`src/hw/rtl/dpas_pkg.sv`:
```
package dpas_pkg;

  // Tick rate and default timing of the two jobs.
  localparam logic [31:0] TICKS_PER_SECOND = 32'd32768;
  localparam logic [31:0] PERIOD_A_SECONDS = 32'd30;
  localparam logic [31:0] PERIOD_B_SECONDS = 32'd60;
  localparam logic [31:0] GAP_SECONDS      = 32'd10;

  localparam logic [31:0] PERIOD_A_RESET = 32'(PERIOD_A_SECONDS * TICKS_PER_SECOND);
  localparam logic [31:0] PERIOD_B_RESET = 32'(PERIOD_B_SECONDS * TICKS_PER_SECOND);
  localparam logic [31:0] GAP_RESET      = 32'(GAP_SECONDS * TICKS_PER_SECOND);

  // Configuration register indexes.
  localparam int unsigned CFG_INDEX_W = 2;
  localparam logic [CFG_INDEX_W-1:0] CFG_PERIOD_A = 2'd0;
  localparam logic [CFG_INDEX_W-1:0] CFG_PERIOD_B = 2'd1;
  localparam logic [CFG_INDEX_W-1:0] CFG_GAP      = 2'd2;

  typedef enum logic [1:0] {
    OP_START = 2'd0,
    OP_WAKE  = 2'd1,
    OP_DONE  = 2'd2
  } op_e;

  typedef enum logic [1:0] {
    JOB_NONE = 2'd0,
    JOB_A    = 2'd1,
    JOB_B    = 2'd2
  } job_e;

  typedef enum logic [1:0] {
    PEND_NONE     = 2'd0,
    PEND_A        = 2'd1,
    PEND_B        = 2'd2,
    PEND_A_THEN_B = 2'd3
  } pend_e;

  typedef struct packed {
    logic [1:0]  operation;
    logic [31:0] now;
  } in_req_t;

  typedef struct packed {
    logic [1:0]  run_job;
    logic        alarm_set;
    logic [31:0] alarm_time;
    logic        error;
  } out_req_t;

  // Status of the shared remainder unit.
  typedef struct packed {
    logic busy;
    logic done;
  } div_stat_t;

endpackage

```
`src/hw/rtl/dual_periodic_alarm_scheduler.sv`:
```
// Channel   Direction  Handshake            Payload
// in        input      in_valid_i/in_stall_o  in_req_i   (operation, now)
// out       output     out_valid_o/out_stall_i out_req_o (run_job, alarm_set, alarm_time, error)
// cfg       input      cfg_valid_i/cfg_ready_o cfg_index_i, cfg_data_i
//
// One request is handled at a time. A start, a wake or an ignored request passes from
// acceptance through evaluation to the response state, which loads its result, and the
// next request is taken once the block is idle again. A run-done request also runs a
// catch-up on job A's due time and, after a single pending job, on job B's, each only
// if that due time is not ahead of now; each catch-up occupies the shared remainder unit.
// Reset clears the schedule and loads the default periods; no clearing pass is needed.
// A stalled output holds its result, and a finished result waits, with in_stall_o
// high, until the previous one has left.
module dual_periodic_alarm_scheduler import dpas_pkg::*; #(
  parameter int unsigned TIME_WIDTH = 32
) (
  input  logic                   clk_i,
  input  logic                   rst_ni,
  input  logic                   in_valid_i,
  output logic                   in_stall_o,
  input  in_req_t                in_req_i,
  output logic                   out_valid_o,
  input  logic                   out_stall_i,
  output out_req_t               out_req_o,
  input  logic                   cfg_valid_i,
  output logic                   cfg_ready_o,
  input  logic [CFG_INDEX_W-1:0] cfg_index_i,
  input  logic [31:0]            cfg_data_i
);

  // Arithmetic width: wide enough for both the tick time and a 32-bit period.
  localparam int unsigned CalcWidth = (TIME_WIDTH > 32) ? TIME_WIDTH : 32;

  typedef enum logic [4:0] {
    ST_IDLE = 5'b00001,
    ST_EVAL = 5'b00010,
    ST_CHK  = 5'b00100,
    ST_DIV  = 5'b01000,
    ST_RESP = 5'b10000
  } state_e;

  state_e state_q, state_d;

  logic [31:0] period_a_q, period_b_q, gap_q;

  logic [TIME_WIDTH-1:0] due_a_q, due_a_d;
  logic [TIME_WIDTH-1:0] due_b_q, due_b_d;
  logic                  gap_wait_q, gap_wait_d;
  pend_e                 pend_q, pend_d;
  logic                  started_q, started_d;

  // The request under work and its pending result.
  logic [1:0]            op_q, op_d;
  logic [TIME_WIDTH-1:0] now_q, now_d;
  logic                  sel_b_q, sel_b_d;   // catch-up works on job B
  logic                  both_q, both_d;     // catch-up covers both jobs
  logic [1:0]            res_job_q, res_job_d;
  logic                  res_set_q, res_set_d;
  logic [TIME_WIDTH-1:0] res_time_q, res_time_d;
  logic                  res_err_q, res_err_d;
  logic                  res_min_q, res_min_d; // alarm is the earlier due time

  logic     out_valid_q, out_valid_d;
  out_req_t out_q, out_d;

  logic [CalcWidth-1:0]  now_in_ext;
  logic [CalcWidth-1:0]  eff_pa, eff_pb, gap_ext, eff_sel;
  logic [TIME_WIDTH-1:0] gap_w;
  logic [TIME_WIDTH-1:0] cur_due, earliest, catch_due;
  logic [CalcWidth-1:0]  catch_sum, res_time_ext;
  logic                  cur_late;

  logic                  div_start;
  logic [CalcWidth-1:0]  div_rem;
  div_stat_t             div_stat;

  // A period of zero counts as one tick.
  assign eff_pa  = CalcWidth'((period_a_q == '0) ? 32'd1 : period_a_q);
  assign eff_pb  = CalcWidth'((period_b_q == '0) ? 32'd1 : period_b_q);
  assign gap_ext = CalcWidth'(gap_q);
  assign gap_w   = gap_ext[TIME_WIDTH-1:0];

  // Raw periods for plain advances; a zero period only matters to catch-up,
  // so the plain adds below use the written value itself.
  logic [CalcWidth-1:0]  raw_pa, raw_pb;
  logic [TIME_WIDTH-1:0] raw_pa_w, raw_pb_w;
  assign raw_pa   = CalcWidth'(period_a_q);
  assign raw_pb   = CalcWidth'(period_b_q);
  assign raw_pa_w = raw_pa[TIME_WIDTH-1:0];
  assign raw_pb_w = raw_pb[TIME_WIDTH-1:0];

  assign now_in_ext = CalcWidth'(in_req_i.now);
  assign earliest   = (due_a_q < due_b_q) ? due_a_q : due_b_q;

  // Catch-up of one due time. With r the remainder of (now - due) by the period,
  // the smallest due + k*period beyond now equals now - r + period.
  assign cur_due   = sel_b_q ? due_b_q : due_a_q;
  assign eff_sel   = sel_b_q ? eff_pb : eff_pa;
  assign cur_late  = (cur_due <= now_q);
  assign div_start = (state_q == ST_CHK) && cur_late;
  assign catch_sum = CalcWidth'(now_q) - div_rem + eff_sel;
  assign catch_due = catch_sum[TIME_WIDTH-1:0];

  dpas_rem_unit #(
    .DvdWidth(TIME_WIDTH),
    .DsrWidth(CalcWidth)
  ) u_rem (
    .clk_i     (clk_i),
    .rst_ni    (rst_ni),
    .start_i   (div_start),
    .dividend_i(now_q - cur_due),
    .divisor_i (eff_sel),
    .stat_o    (div_stat),
    .rem_o     (div_rem)
  );

  assign res_time_ext = CalcWidth'(res_min_q ? earliest : res_time_q);

  always_comb begin
    state_d     = state_q;
    due_a_d     = due_a_q;
    due_b_d     = due_b_q;
    gap_wait_d  = gap_wait_q;
    pend_d      = pend_q;
    started_d   = started_q;
    op_d        = op_q;
    now_d       = now_q;
    sel_b_d     = sel_b_q;
    both_d      = both_q;
    res_job_d   = res_job_q;
    res_set_d   = res_set_q;
    res_time_d  = res_time_q;
    res_err_d   = res_err_q;
    res_min_d   = res_min_q;
    out_valid_d = out_valid_q;
    out_d       = out_q;

    if (out_valid_q && !out_stall_i) begin
      out_valid_d = 1'b0;
    end

    case (state_q)
      ST_IDLE: begin
        if (in_valid_i) begin
          op_d    = in_req_i.operation;
          now_d   = now_in_ext[TIME_WIDTH-1:0];
          state_d = ST_EVAL;
        end
      end

      ST_EVAL: begin
        res_job_d  = JOB_NONE;
        res_set_d  = 1'b0;
        res_time_d = '0;
        res_err_d  = 1'b0;
        res_min_d  = 1'b0;
        sel_b_d    = 1'b0;
        both_d     = 1'b0;
        state_d    = ST_RESP;
        case (op_q)
          OP_START: begin
            due_a_d    = now_q + raw_pa_w;
            due_b_d    = now_q + raw_pb_w;
            gap_wait_d = 1'b0;
            pend_d     = PEND_NONE;
            started_d  = 1'b1;
            res_set_d  = 1'b1;
            res_time_d = now_q + raw_pa_w;
          end
          OP_WAKE: begin
            if (started_q && pend_q == PEND_NONE) begin
              if (gap_wait_q) begin
                gap_wait_d = 1'b0;
                pend_d     = PEND_B;
                res_job_d  = JOB_B;
              end else if (now_q >= due_a_q && now_q >= due_b_q) begin
                pend_d    = PEND_A_THEN_B;
                res_job_d = JOB_A;
              end else if (now_q >= due_a_q) begin
                pend_d    = PEND_A;
                res_job_d = JOB_A;
              end else if (now_q >= due_b_q) begin
                pend_d    = PEND_B;
                res_job_d = JOB_B;
              end else begin
                // Both due times are already ahead of now: nothing to catch up.
                res_set_d = 1'b1;
                res_min_d = 1'b1;
              end
            end else begin
              res_err_d = 1'b1;
            end
          end
          OP_DONE: begin
            if (started_q && pend_q != PEND_NONE) begin
              pend_d  = PEND_NONE;
              state_d = ST_CHK;
              case (pend_q)
                PEND_A_THEN_B: begin
                  due_a_d    = due_a_q + raw_pa_w;
                  gap_wait_d = 1'b1;
                  res_set_d  = 1'b1;
                  res_time_d = now_q + gap_w;
                end
                PEND_A: begin
                  due_a_d   = due_a_q + raw_pa_w;
                  both_d    = 1'b1;
                  res_set_d = 1'b1;
                  res_min_d = 1'b1;
                end
                default: begin
                  due_b_d   = due_b_q + raw_pb_w;
                  both_d    = 1'b1;
                  res_set_d = 1'b1;
                  res_min_d = 1'b1;
                end
              endcase
            end else begin
              res_err_d = 1'b1;
            end
          end
          default: begin
            res_err_d = 1'b1;
          end
        endcase
      end

      ST_CHK: begin
        if (cur_late) begin
          state_d = ST_DIV;
        end else if (!sel_b_q && both_q) begin
          sel_b_d = 1'b1;
        end else begin
          state_d = ST_RESP;
        end
      end

      ST_DIV: begin
        if (div_stat.done) begin
          if (sel_b_q) begin
            due_b_d = catch_due;
          end else begin
            due_a_d = catch_due;
          end
          if (!sel_b_q && both_q) begin
            sel_b_d = 1'b1;
            state_d = ST_CHK;
          end else begin
            state_d = ST_RESP;
          end
        end
      end

      ST_RESP: begin
        if (!out_valid_q || !out_stall_i) begin
          out_valid_d          = 1'b1;
          out_d.run_job        = res_job_q;
          out_d.alarm_set      = res_set_q;
          out_d.alarm_time     = res_set_q ? res_time_ext[31:0] : 32'd0;
          out_d.error          = res_err_q;
          state_d              = ST_IDLE;
        end
      end

      default: begin
        state_d = ST_IDLE;
      end
    endcase
  end

  // Configuration writes must arrive only while the block is idle; the block itself does not enforce this.
  always_ff @(posedge clk_i or negedge rst_ni) begin
    if (!rst_ni) begin
      period_a_q <= PERIOD_A_RESET;
      period_b_q <= PERIOD_B_RESET;
      gap_q      <= GAP_RESET;
    end else if (cfg_valid_i) begin
      case (cfg_index_i)
        CFG_PERIOD_A: period_a_q <= cfg_data_i;
        CFG_PERIOD_B: period_b_q <= cfg_data_i;
        CFG_GAP:      gap_q      <= cfg_data_i;
        default: begin
        end
      endcase
    end
  end

  always_ff @(posedge clk_i or negedge rst_ni) begin
    if (!rst_ni) begin
      state_q     <= ST_IDLE;
      due_a_q     <= '0;
      due_b_q     <= '0;
      gap_wait_q  <= 1'b0;
      pend_q      <= PEND_NONE;
      started_q   <= 1'b0;
      sel_b_q     <= 1'b0;
      both_q      <= 1'b0;
      out_valid_q <= 1'b0;
    end else begin
      state_q     <= state_d;
      due_a_q     <= due_a_d;
      due_b_q     <= due_b_d;
      gap_wait_q  <= gap_wait_d;
      pend_q      <= pend_d;
      started_q   <= started_d;
      sel_b_q     <= sel_b_d;
      both_q      <= both_d;
      out_valid_q <= out_valid_d;
    end
  end

  always_ff @(posedge clk_i) begin
    op_q       <= op_d;
    now_q      <= now_d;
    res_job_q  <= res_job_d;
    res_set_q  <= res_set_d;
    res_time_q <= res_time_d;
    res_err_q  <= res_err_d;
    res_min_q  <= res_min_d;
    out_q      <= out_d;
  end

  assign in_stall_o  = (state_q != ST_IDLE);
  assign out_valid_o = out_valid_q;
  assign out_req_o   = out_q;
  assign cfg_ready_o = 1'b1;

  // The sequencer register always holds exactly one active state.
  assert property (@(posedge clk_i) disable iff (!rst_ni) $onehot(state_q))
    else $error("scheduler state is not one-hot");

  // An accepted request always moves the sequencer into evaluation.
  assert property (@(posedge clk_i) disable iff (!rst_ni)
    (in_valid_i && !in_stall_o) |=> (state_q == ST_EVAL))
    else $error("accepted request did not enter evaluation");

  // A job can only be pending once the schedule has been started.
  assert property (@(posedge clk_i) disable iff (!rst_ni)
    (pend_q != PEND_NONE) |-> started_q)
    else $error("job pending before start");

  // While the gap alarm is armed, no job is outstanding.
  assert property (@(posedge clk_i) disable iff (!rst_ni)
    gap_wait_q |-> (pend_q == PEND_NONE))
    else $error("gap wait overlaps a pending job");

  // The remainder unit is only busy while the sequencer waits for it.
  assert property (@(posedge clk_i) disable iff (!rst_ni)
    div_stat.busy |-> (state_q == ST_DIV))
    else $error("remainder unit running outside catch-up");

  // An ignored request reports nothing else.
  assert property (@(posedge clk_i) disable iff (!rst_ni)
    (out_valid_o && out_req_o.error) |->
      (!out_req_o.alarm_set && out_req_o.run_job == JOB_NONE))
    else $error("error result carries a job or an alarm");

endmodule

```
`src/hw/rtl/dpas_rem_unit.sv`:
```
// Restoring division that keeps only the remainder, one quotient bit per cycle.
module dpas_rem_unit import dpas_pkg::*; #(
  parameter int unsigned DvdWidth = 32,
  parameter int unsigned DsrWidth = 32
) (
  input  logic                clk_i,
  input  logic                rst_ni,
  input  logic                start_i,
  input  logic [DvdWidth-1:0] dividend_i,
  input  logic [DsrWidth-1:0] divisor_i,
  output div_stat_t           stat_o,
  output logic [DsrWidth-1:0] rem_o
);

  localparam int unsigned CntWidth = $clog2(DvdWidth + 1);

  logic                busy_q, busy_d;
  logic                done_q, done_d;
  logic [CntWidth-1:0] count_q, count_d;
  logic [DvdWidth-1:0] dvd_q, dvd_d;
  logic [DsrWidth-1:0] dsr_q, dsr_d;
  logic [DsrWidth-1:0] rem_q, rem_d;
  logic [DsrWidth:0]   trial;

  assign trial = {rem_q, dvd_q[DvdWidth-1]};

  always_comb begin
    busy_d  = busy_q;
    done_d  = 1'b0;
    count_d = count_q;
    dvd_d   = dvd_q;
    dsr_d   = dsr_q;
    rem_d   = rem_q;
    if (start_i && !busy_q) begin
      busy_d  = 1'b1;
      count_d = CntWidth'(DvdWidth);
      dvd_d   = dividend_i;
      dsr_d   = divisor_i;
      rem_d   = '0;
    end else if (busy_q) begin
      if (trial >= {1'b0, dsr_q}) begin
        rem_d = DsrWidth'(trial - {1'b0, dsr_q});
      end else begin
        rem_d = trial[DsrWidth-1:0];
      end
      dvd_d   = {dvd_q[DvdWidth-2:0], 1'b0};
      count_d = count_q - CntWidth'(1);
      if (count_q == CntWidth'(1)) begin
        busy_d = 1'b0;
        done_d = 1'b1;
      end
    end
  end

  always_ff @(posedge clk_i or negedge rst_ni) begin
    if (!rst_ni) begin
      busy_q  <= 1'b0;
      done_q  <= 1'b0;
      count_q <= '0;
    end else begin
      busy_q  <= busy_d;
      done_q  <= done_d;
      count_q <= count_d;
    end
  end

  always_ff @(posedge clk_i) begin
    dvd_q <= dvd_d;
    dsr_q <= dsr_d;
    rem_q <= rem_d;
  end

  assign stat_o.busy = busy_q;
  assign stat_o.done = done_q;
  assign rem_o       = rem_q;

endmodule
```
`config.mk`:
```
export PLATFORM = sky130hd
export DESIGN_NAME = dual_periodic_alarm_scheduler
export DESIGN_NICKNAME = d
export VERILOG_FILES = /design/src/hw/rtl/dpas_pkg.sv /design/src/hw/rtl/dual_periodic_alarm_scheduler.sv /design/src/hw/rtl/dpas_rem_unit.sv
export SDC_FILE = /design/constraint.sdc
export NUM_CORES = 1
export LEC_CHECK = 0
export ABC_AREA = 1
export BUFFER_PORTS_ARGS = -buffer_cell sky130_fd_sc_hd__buf_2
export CAP_MARGIN = 40
export CORE_MARGIN = 2
export CORE_UTILIZATION = 25
export CTS_CLUSTER_SIZE = 8
export DETAILED_ROUTE_END_ITERATION = 10
export GPL_TIMING_DRIVEN = 0
export SYNTH_ARGS = -nofsm -noshare
export SYNTH_HDL_FRONTEND = slang
export SYNTH_SLANG_ARGS = --single-unit
```
`constraint.sdc`:
```
create_clock -name clk_i -period 4.8 [get_ports clk_i]
set_clock_uncertainty 0.15 [all_clocks]
set_input_delay 0 -clock clk_i [delete_from_list [all_inputs] [get_ports clk_i]]
set_output_delay 0 -clock clk_i [all_outputs]
set_load 0.02 [all_outputs]
```
==> impl_metrics.py <==
metrics = {
    "outcome": {
        "outcome": "completed",
    },
    "setup_path": {
        "cp_top_family": "simple AND/OR/NAND/NOR gates",
        "path_cells": "nor4_4 > nand4_1 > o211ai_1 > nand2_2 > ha_1 > inv_1 > ha_1 > fa_1 > nand3_1 > nand3_2 > nand2_1 > nand2_1 > nand3_1 > nand2_1 > nand2_1 > nand2_1 > nand2_1 > nand3_1 > nand2_1 > inv_1 > a21oi_1",
        "critPathBufInv": 2,
        "worstPathRequired_ns": 5.21,
        "worstSetupPathType": "flop to flop",
        "crit_fanout": 6,
        "end_kind": "flop",
        "start_kind": "flop",
        "cp_slowest_stage_delay_ns": 0.51,
        "crit_top_cell": "nand2_1",
        "critical_path_arrival_ns": 5.03,
        "slowest_stage": "dfrtp_1",
    },
    "timing": {
        "min_period_ns": 4.62,
        "worstMarginPinSlew_ns": 1.04,
        "setup_tns_ns": 0,
        "slew_violations": 0,
        "max_slew_margin": 0.301,
        "grt_setup_unrepaired": "no",
        "hold_violations": 0,
        "setup_ws_ns": 0.179,
        "max_freq_ghz": 0.216,
        "timing.final.crit_share": 0.963,
        "finalSetupViolCount": 0,
    },
    "logic_synthesis": {
        "synth_top_family_by_area": "simple AND/OR/NAND/NOR gates",
        "synth_compound_area_frac": 0.148,
        "ys_warn_count": 0,
        "async_reset_ff_frac": 0.470,
        "synth_edf_count": 171,
        "synth_fp_nets": 5545,
        "synth_area_um2": 34500,
        "synth-simple-area-share": 0.299,
        "synth.top_cell.area_share": 0.165,
        "syn_area_per_cell_um2": 6.76,
        "yosys.area_share.xor_xnor": 0.0218,
        "synth-seq-area-share": 0.298,
        "synth_cell_type_count": 52,
        "synth_fa_ha_area_frac": 0.138,
        "netlist_top_cells_area": "nand2_1 (17%), edfxtp_1 (15%), dfrtp_1 (12%)",
        "muxShareOfSynthArea": 0,
        "ys_ff_latch": 383,
        "yosys.area.top_type": "nand2_1",
        "synthCells": 5114,
        "synthFlopType": "edfxtp_1",
    },
    "detailed_routing": {
        "drtIter0Drc": 3597,
        "routedWlPerCell_um": 21.1,
        "viasPerCell": 5.01,
        "drt-pass1-iter-count": 5,
        "postRouteAntennaNets": 0,
        "wirelength_mm": 153,
        "vias": 36360,
        "drc_errors": 0,
    },
    "clock_network": {
        "cts_tree": "done",
        "clk_latency_ns": 0.65,
        "clockRootBuffer": "clkbuf_16",
        "clk_pin_slew_ns": 0.05,
        "post_cts_buffers": 0,
        "numCtsBuffers": 56,
        "clockBufferDepth": 3,
        "h-tree-depth": 2,
        "cts_sinks": 383,
    },
    "global_routing": {
        "grt_use_total": 0.211,
        "grt_max_degree": 112,
        "grt-ovfl-total": 0,
        "antenna_found_initial": 2,
        "grt_pass1_wl_mm": 221,
        "grt_pass1_vias": 34711,
    },
    "layout": {
        "fill_cells": 14982,
        "antenna_cells": 0,
        "drive_above_1_share": 0.0591,
        "final_core_util": 0.296,
        "area_growth_pct": 17.5,
        "fin_nets": 5845,
    },
    "place": {
        "dp_hpwl_mm": 127,
        "gp_congestion": 1.04,
        "pre_cts_ws_ns": -0.489,
        "io_buffer_count": 110,
    },
    "power_and_ir_drop": {
        "ir_drop_v": 0.000335,
        "leakage_nw": 19.7,
        "finalPower_mw": 23.7,
        "p_per_area_nw_per_um2": 584,
    },
    "die": {
        "core_um2": 137000,
        "ios": 112,
        "die_y_um": 376,
        "initial_core_util": 0.252,
        "fp.dieW_um": 376,
        "rows": 136,
        "die_area_um2": 141000,
    },
    "min_path": {
        "hold_path_class": "input pin to flop",
    },
    "run": {
        "maxCapViolations": 0,
    },
}
## Yosys cell counts, drive strengths merged, types with 2 or more instances
library cell	number
a21boi	21
and2	3
and3	2
a22oi	2
a211oi	2
nand3	378
dfrtp	169
nand4	54
a21o	23
xor2	28
dfstp	11
a31oi	27
inv	734
nor3	49
o21bai	31
nand2	1525
edfxtp	171
nand3b	30
o22ai	14
buf	34
dfxtp	32
or2	37
ha	321
nor2	387
nor4	27
a21oi	355
xnor2	58
o21ai	425
clkbuf	82
fa	37
o21a	24
o211ai	14
## registers in the layout, indices dropped and copies added (netlist names), 5 cells and up
name and cells:
res_time_q 32, state_q 5, period_b_q 32, u_rem.rem_o 32
due_b_q 32, u_rem.dvd_q 32, out_req_o 36, u_rem.count_q 6
now_q 32, u_rem.dsr_q 32, gap_ext 32, due_a_q 32
period_a_q 32
## layout by cell type, fill, tap and decap left out, drive strengths merged, types with 169 or more instances in the layout
master  Yosys  routed
nand2    1525    1525
inv       734     734
o21ai     425     425
nor2      387     387
nand3     378     378
a21oi     355     355
ha        321     321
clkbuf     82     179
edfxtp    171     171
dfrtp     169     169
## path summary, 6_finish.rpt
kind	from	to	slack, ns	cells past startpoint
worst max-delay path	period_a_q[28]	due_a_q[30]	0.18	21
worst min-delay path	out_stall_i	out_valid_o	0.005	4
max in group asynchronous	rst_ni	due_b_q[15]	3.16	5
min in group asynchronous	rst_ni	gap_ext[28]	0.47	4
worst min register to register	res_job_q[0]	out_req_o[34]	0.27	0
worst max register to register	period_a_q[28]	due_a_q[30]	0.18	21
## tightest hold or removal path, delay by kind of cell
family,cells,cell delay [ns]
simple gates,2,0.12
buf+inv,2,0.64
## stage by stage
| step | cell area (um^2) | hold slack, ns | instances |
|---|---|---|---|
| final | 40600 | 0.00498 | 7255 |
| after CTS | 40500 | 0.0143 | 7252 |
| after floorplan | 34500 | -0.446 | 5114 |
| after detailed placement | 37600 | -0.0614 | 7034 |
| after global placement | 37300 | 0.0269 | 7018 |
| after global routing | 40600 | 0.0283 | 7255 |
## power breakdown
| part | internal, mW | total [mW] | switching, mW |
|---|---|---|---|
| logic | 4.64 | 14.6 | 9.91 |
| clock network | 2.30 | 3.91 | 1.61 |
| registers | 4.17 | 5.24 | 1.06 |
## cells by family after synthesis
| logic type | Yosys count |
|---|---|
| compound gates | 944 |
| xor+xnor | 86 |
| fa+ha+maj | 358 |
| buf+inv | 850 |
| flops | 383 |
| other cells | 1 |
| simple gates | 2492 |
## per-layer routing
layer | wire [um] | part of all wire | vias to the layer above | global-route usage
met4 | 7650 | 0.050 | 0 | 0.0942
li1 | - | - | 17424 | -
met3 | 12400 | 0.081 | 270 | 0.0324
met1 | 65900 | 0.43 | 17088 | 0.282
met5 | 0 | 0 | - | 0
met2 | 67000 | 0.44 | 1578 | 0.335
## what timing repair did
item | CTS | global route
gates resized for setup | 10 | 26
setup endpoints to repair | 160 | 157
hold buffers | 113 | 0
hold endpoints to repair | 385 | 0
pin swaps | 1 | 2
## layout make-up
cell class,instances,area [um^2],area share
clock buffer,100,1650,0.0406
multi-input combinational,3881,21100,0.519
inverter,734,2760,0.0679
buffer,114,520,0.0128
timing repair buffer,244,1990,0.0491
clock inverter,5,61.3,0.00151
sequential,383,10300,0.254
tap,1794,2240,0.0553
(Power assumes the default switching activity.)
